--- src/sv/htfc_pkg.sv ---
`default_nettype none

package htfc_pkg;

    // byte stream and crc
    localparam int           BYTE_W   = 8;
    localparam logic [7:0]   CRC_INIT = 8'hFF;
    localparam logic [7:0]   CRC_POLY = 8'h31;
    localparam logic [2:0]   POS_LAST = 3'd5;

    // scaling and division
    localparam int           SPAN_W    = 15;
    localparam int           WORD_W    = 16;
    localparam int           PROD_W    = SPAN_W + WORD_W;
    localparam int           DIV_STEPS = PROD_W;
    localparam int           CNT_W     = $clog2(DIV_STEPS);
    localparam logic [CNT_W-1:0] CNT_LAST = CNT_W'(DIV_STEPS - 1);
    localparam logic [SPAN_W-1:0] QUOT_MAX = 15'd30000;
    localparam int           TEMP_W    = 17;

    // result transfer: 65 bits of fields padded to whole bytes
    localparam int           OUT_FIELD_W = TEMP_W + SPAN_W + 2 * WORD_W + 1;
    localparam int           OUT_W       = ((OUT_FIELD_W + 7) / 8) * 8;
    localparam int           OUT_PAD_W   = OUT_W - OUT_FIELD_W;

    // register file
    localparam int           APB_AW = 5;
    localparam int           APB_DW = 32;
    localparam logic [2:0]   REG_TEMP_OFFSET  = 3'd0;
    localparam logic [2:0]   REG_TEMP_SPAN    = 3'd1;
    localparam logic [2:0]   REG_TEMP_DIVISOR = 3'd2;
    localparam logic [2:0]   REG_HUM_SPAN     = 3'd3;
    localparam logic [2:0]   REG_HUM_DIVISOR  = 3'd4;

    localparam logic signed [15:0] RST_TEMP_OFFSET  = -16'sd4500;
    localparam logic [14:0]        RST_TEMP_SPAN    = 15'd17500;
    localparam logic [15:0]        RST_TEMP_DIVISOR = 16'd65535;
    localparam logic [14:0]        RST_HUM_SPAN     = 15'd10000;
    localparam logic [15:0]        RST_HUM_DIVISOR  = 16'd65535;

    typedef struct packed {
        logic signed [15:0] temp_offset;
        logic [14:0]        temp_span;
        logic [15:0]        temp_divisor;
        logic [14:0]        hum_span;
        logic [15:0]        hum_divisor;
    } cfg_t;

    typedef enum logic [2:0] {
        ST_BYTE,
        ST_LOAD_T,
        ST_DIV_T,
        ST_LOAD_H,
        ST_DIV_H,
        ST_FINISH
    } fsm_state_t;

    typedef struct packed {
        logic byte_take;
        logic mul_load;
        logic sel_hum;
        logic div_step;
        logic store_temp;
        logic load_out;
    } ctrl_cmd_t;

    typedef struct packed {
        logic last_byte;
        logic out_free;
    } dp_status_t;

    // one byte through the crc, msb first
    function automatic logic [7:0] crc_feed(input logic [7:0] crc, input logic [7:0] b);
        logic [7:0] c;
        c = crc ^ b;
        for (int i = 0; i < 8; i++)
        begin
            if (c[7])
                c = {c[6:0], 1'b0} ^ CRC_POLY;
            else
                c = {c[6:0], 1'b0};
        end
        return c;
    endfunction

    // clamp a quotient, a zero divisor saturates
    function automatic logic [SPAN_W-1:0] sat_quot(input logic [PROD_W-1:0] q,
                                                   input logic div_zero);
        logic [SPAN_W-1:0] r;
        if (div_zero || q > PROD_W'(QUOT_MAX))
            r = QUOT_MAX;
        else
            r = q[SPAN_W-1:0];
        return r;
    endfunction

endpackage

`default_nettype wire

--- src/sv/htfc_dp.sv ---
`default_nettype none

module htfc_dp
    import htfc_pkg::*;
(
    input  wire logic              clk,
    input  wire logic              rst_n,
    input  wire cfg_t              cfg,
    input  wire ctrl_cmd_t         cmd,
    output dp_status_t             status,
    input  wire logic [BYTE_W-1:0] rx_byte,
    input  wire logic              frame_start,
    input  wire logic              m_tready,
    output logic                   m_tvalid,
    output logic [OUT_W-1:0]       m_tdata
);

    logic [2:0]        pos_reg, pos_next;
    logic [7:0]        crc_reg, crc_next;
    logic [WORD_W-1:0] temp_word_reg, temp_word_next;
    logic [WORD_W-1:0] hum_word_reg, hum_word_next;
    logic              temp_good_reg, temp_good_next;
    logic              hum_good_reg, hum_good_next;
    logic [2:0]        eff_pos;

    logic [PROD_W-1:0] prod_reg, prod_next;
    logic [WORD_W-1:0] rem_reg, rem_next;
    logic [SPAN_W-1:0] tq_reg, tq_next;
    logic [WORD_W-1:0] divisor;
    logic [SPAN_W-1:0] span;
    logic [WORD_W-1:0] raw;
    logic [WORD_W:0]   shifted;
    logic [WORD_W:0]   diff;

    logic              m_valid_reg, m_valid_next;
    logic [OUT_W-1:0]  m_data_reg, m_data_next;
    logic [SPAN_W-1:0] hq;
    logic [TEMP_W-1:0] temp_sum;

    // position of the incoming byte, a start mark restarts the response
    assign eff_pos = (frame_start || pos_reg > POS_LAST) ? 3'd0 : pos_reg;

    // byte assembly and crc check
    always_comb
    begin
        pos_next       = pos_reg;
        crc_next       = crc_reg;
        temp_word_next = temp_word_reg;
        hum_word_next  = hum_word_reg;
        temp_good_next = temp_good_reg;
        hum_good_next  = hum_good_reg;
        if (cmd.byte_take)
        begin
            pos_next = eff_pos + 3'd1;
            unique case (eff_pos)
                3'd0:
                begin
                    crc_next       = crc_feed(CRC_INIT, rx_byte);
                    temp_word_next = {rx_byte, temp_word_reg[7:0]};
                end
                3'd1:
                begin
                    crc_next       = crc_feed(crc_reg, rx_byte);
                    temp_word_next = {temp_word_reg[15:8], rx_byte};
                end
                3'd2:
                begin
                    temp_good_next = (crc_reg == rx_byte);
                    crc_next       = CRC_INIT;
                end
                3'd3:
                begin
                    crc_next      = crc_feed(CRC_INIT, rx_byte);
                    hum_word_next = {rx_byte, hum_word_reg[7:0]};
                end
                3'd4:
                begin
                    crc_next      = crc_feed(crc_reg, rx_byte);
                    hum_word_next = {hum_word_reg[15:8], rx_byte};
                end
                default:
                begin
                    hum_good_next = (crc_reg == rx_byte);
                    crc_next      = CRC_INIT;
                    pos_next      = 3'd0;
                end
            endcase
        end
    end

    always_ff @(posedge clk or negedge rst_n)
    begin
        if (!rst_n)
        begin
            pos_reg       <= 3'd0;
            crc_reg       <= CRC_INIT;
            temp_word_reg <= '0;
            hum_word_reg  <= '0;
            temp_good_reg <= 1'b0;
            hum_good_reg  <= 1'b0;
        end
        else
        begin
            pos_reg       <= pos_next;
            crc_reg       <= crc_next;
            temp_word_reg <= temp_word_next;
            hum_word_reg  <= hum_word_next;
            temp_good_reg <= temp_good_next;
            hum_good_reg  <= hum_good_next;
        end
    end

    // operand selection for the shared multiplier and divider
    assign divisor = cmd.sel_hum ? cfg.hum_divisor : cfg.temp_divisor;
    assign span    = cmd.sel_hum ? cfg.hum_span : cfg.temp_span;
    assign raw     = cmd.sel_hum ? hum_word_reg : temp_word_reg;

    // restoring division, one quotient bit per step shifted into the product
    assign shifted = {rem_reg, prod_reg[PROD_W-1]};
    assign diff    = shifted - {1'b0, divisor};

    always_comb
    begin
        prod_next = prod_reg;
        rem_next  = rem_reg;
        tq_next   = tq_reg;
        if (cmd.store_temp)
            tq_next = sat_quot(prod_reg, cfg.temp_divisor == '0);
        if (cmd.mul_load)
        begin
            prod_next = PROD_W'(span) * PROD_W'(raw);
            rem_next  = '0;
        end
        else if (cmd.div_step)
        begin
            if (shifted >= {1'b0, divisor})
            begin
                rem_next  = diff[WORD_W-1:0];
                prod_next = {prod_reg[PROD_W-2:0], 1'b1};
            end
            else
            begin
                rem_next  = shifted[WORD_W-1:0];
                prod_next = {prod_reg[PROD_W-2:0], 1'b0};
            end
        end
    end

    always_ff @(posedge clk)
    begin
        prod_reg <= prod_next;
        rem_reg  <= rem_next;
        tq_reg   <= tq_next;
    end

    // result assembly
    assign hq       = sat_quot(prod_reg, cfg.hum_divisor == '0);
    assign temp_sum = {cfg.temp_offset[15], cfg.temp_offset} + {2'b00, tq_reg};

    always_comb
    begin
        m_data_next  = m_data_reg;
        m_valid_next = m_valid_reg;
        if (cmd.load_out)
        begin
            m_data_next  = {{OUT_PAD_W{1'b0}}, temp_good_reg & hum_good_reg,
                            hum_word_reg, temp_word_reg, hq, temp_sum};
            m_valid_next = 1'b1;
        end
        else if (m_tready)
        begin
            m_valid_next = 1'b0;
        end
    end

    always_ff @(posedge clk or negedge rst_n)
    begin
        if (!rst_n)
            m_valid_reg <= 1'b0;
        else
            m_valid_reg <= m_valid_next;
    end

    always_ff @(posedge clk)
    begin
        m_data_reg <= m_data_next;
    end

    assign m_tvalid         = m_valid_reg;
    assign m_tdata          = m_data_reg;
    assign status.last_byte = (eff_pos == POS_LAST);
    assign status.out_free  = !m_valid_reg || m_tready;

endmodule

`default_nettype wire

--- config.mk ---
export PLATFORM = sky130hd
export DESIGN_NAME = htfc_dp
export DESIGN_NICKNAME = d
export VERILOG_FILES = /design/src/sv/htfc_pkg.sv /design/src/sv/htfc_dp.sv
export SDC_FILE = /design/constraint.sdc
export NUM_CORES = 1
export LEC_CHECK = 0
export ABC_AREA = 1
export BUFFER_PORTS_ARGS = -buffer_cell sky130_fd_sc_hd__buf_2
export CORE_ASPECT_RATIO = 0.8
export CORE_MARGIN = 2
export CORE_UTILIZATION = 35
export CTS_BUF_LIST = sky130_fd_sc_hd__clkbuf_4 sky130_fd_sc_hd__clkbuf_8 sky130_fd_sc_hd__clkbuf_16
export CTS_CLUSTER_SIZE = 10
export DETAILED_ROUTE_END_ITERATION = 8
export PLACE_DENSITY_LB_ADDON = 0.25
export SLEW_MARGIN = 20
export SYNTH_ARGS = -nofsm -noshare
export SYNTH_HDL_FRONTEND = slang
export SYNTH_SLANG_ARGS = --single-unit
--- constraint.sdc ---
create_clock -name clk -period 6 [get_ports clk]
set_input_delay 0 -clock clk [delete_from_list [all_inputs] [get_ports clk]]
set_output_delay 0 -clock clk [all_outputs]
set_load 0.01 [all_outputs]
==> results.md <==
* CP Data Required Time at 6.20 ns
* First-pass GRT wire length at 80100 µm
* Netlist Area Pre-Place at 17610 µm²
* Hpwl dp at 40910 µm
* Top-Level Pins at 171
* #FFs+latches synth at 173
* Initial antenna violation count at 1
* Seq/Total Area, Yosys at 0.2734
* Worst setup SP type: register
* Most frequent cells in the layout: nand2_1, inv_1, nor2_1
* Clock Tree Root: clkbuf_16
* Die W at 254.8 µm
* Largest net degree at the start of global routing at 47
* Mapped Avg Cell Area at 8.044 µm²
* Grt ovf at 0
* Synth Instances at 2189
* Antenna Diode Count at 0
* Setup crit end kind: register
* TNS Setup at 0 ns
* Fraction of layout cells with a size suffix above 1 at 0.1607
* Hold Path Class: in -> reg
* DRT Pass-1 Iters at 5
* Max-Cap Viols at 0
* GPL Wtd Cong at 0.9545
* Slew Limit Headroom at 0.4620
* Tmin final at 5.794 ns
* Layout area overhead at 18.51%
* Warning count from the yosys run at 0
* Post-synthesis async set-or-reset flop share at 0.2659
* Drt total wl at 49750 µm
* Clock latency on the worst-skew pair at 0.45 ns
* PortBufs at 163
* Critical Path AT at 6.00 ns
* Vias at 15010
* Setup Crit Path Kind: reg -> reg
* H-tree Lvls at 4
* Number of synthesized flops with an enable pin at 111
* Number of global-route vias before repair at 14947
* Final Hold Viols at 0
* Commonest non-fill, non-tap cell in the layout: nand2_1
* RSZ-0062 raised after global routing: true
* CP Max Fanout at 6
* Fin. max-slew vios at 0
* Crit-path cells: o21ai_4, buf_6, nor2_1, fa_1, inv_1, fa_1, inv_1, fa_1, fa_1, fa_1, inv_1, fa_1, inv_1, ha_4, nand2_1, nand2_1, o21bai_1, inv_1, nand2_1, inv_1, nand2_1, or2_2, nand3_2, nand2_1
* Crit path largest cell delay at 0.56 ns
* CTS buffer count at 17
* Clock skew at 0.01404 ns
* Reg2reg path depth at 24
* Status: finished, final reports clean
* Final setup viols at 0
* Row Count at 73
* Max FFs per register at 65
* Post-route DRC violation count at 0
* Clock sinks at 173
* Die area at 52130 µm²
* CORE AREA at 49690 µm²
* WL per Instance at 15.91 µm
* Drt via density at 4.800
* Net count, final at 2848
* Top_reg_cell synth: edfxtp_1
* Fin crit share at 0.9657
* Die Span Y at 204.6 µm
* CTS tree: done
* Antenna-violating nets left at 0
* Tot GR Track Use at 0.1966
* Hold path cells at 5
* CTS clk-pin slew, worst paths at 0.07 ns
* Worst slew pin tran at 0.8070 ns
* Yosys cell types at 46
* DR iter-0 viols at 852
* Critical-path top delay cell: fa_1
* Initial Util at 0.3544
* CTS Buffer Depth at 2
* F_max at 172.6 MHz
==> final timing paths <==
kind                                    from                to  slack, ns
hold reg to reg                  rem_reg[14]       rem_reg[14]       0.48
min in group asynchronous              rst_n   hum_word_reg[6]       0.17
hold / removal                   frame_start        pos_reg[0]       0.02
setup / recovery           temp_word_reg[11]      prod_reg[16]       0.21
max in group asynchronous              rst_n  temp_word_reg[9]       5.38
setup reg to reg           temp_word_reg[11]      prod_reg[16]       0.21
==> cell type report <==
cell class / instances / area, µm²
tap: 675 / 844.6
clock inverter: 14 / 156.4
timing repair buffer: 282 / 1869
inverter: 419 / 1584
clock buffer: 18 / 432.9
fill: 5088 / 28820
multi-input combinational: 1546 / 11160
sequential: 173 / 4817
==> kinds of logic after synthesis <==
logic type                 after synthesis  share of synthesized area
and+or+nand+nor                        963                     0.2278
buffers and inverters                  476                     0.1062
adders and majority gates              313                     0.3000
AOI/OAI and AO/OA                      209                    0.06430
DFF                                    173                     0.2734
xor gates and xnor gates                37                    0.01840
muxes                                   17                   0.009663
other                                    1                  0.0002130
==> critical path: cells and delay by family (launching register included) <==
family	cells	cell delay, ns
and+or+nand+nor	8	0.75
buffers and inverters	7	0.50
adders and majority gates	7	3.36
AOI/OAI and AO/OA	2	0.48
DFF	1	0.44
==> per-stage QoR <==
stage	cells	setup slack, ns	area [µm²]	hold WS [ns]	utilization
after floorplan	2195	0.2718	17630	-0.2956	-
after global placement	3068	-0.09766	19770	0.1352	0.3979
after detailed placement	3068	-0.1227	19770	0.1405	0.3979
after CTS	3111	0.005646	20510	0.0007004	0.4128
after global routing	3127	-0.05599	20870	0.02728	0.4200
final	3127	0.2056	20870	0.01609	0.4200
==> synth_stat cells (all sizes together), types with 7 or more instances <==
library cell  number  area share
a21oi             69       0.020
buf               39       0.013
clkbuf            18      0.0039
dfrtp             38       0.054
dfstp              8       0.012
dfxtp             16       0.018
edfxtp           111        0.19
fa               182        0.21
ha               131       0.093
inv              418       0.089
mux2i             17      0.0097
nand2            528        0.11
nand3            132       0.038
nand3b            11      0.0047
nand4             22      0.0078
nor2             231       0.050
nor3               7      0.0020
nor4              17      0.0060
o21ai            123       0.037
or2               10      0.0036
xnor2             20      0.0099
xor2              17      0.0085
==> layer usage <==
metal,vias to the layer above,routed length (µm),track usage
li1,7346,-,-
met1,7210,24070,0.2819
met2,410,22250,0.3104
met3,42,2732,0.03355
met4,2,676,0.04302
met5,-,11,0
==> repair_timing <==
item / 4_1_cts / 5_1_grt
resized for setup: 9 / 64
hold endpoints to repair: 82 / 0
endpoints found under the setup margin: 4 / 21
buffers inserted: 0 / 16
hold buffers: 11 / 0
pin swaps: 0 / 12
Power is left out: the tool's default activity adds up to more than one toggle a clock period on the data nets, which glitch-free logic cannot reach.
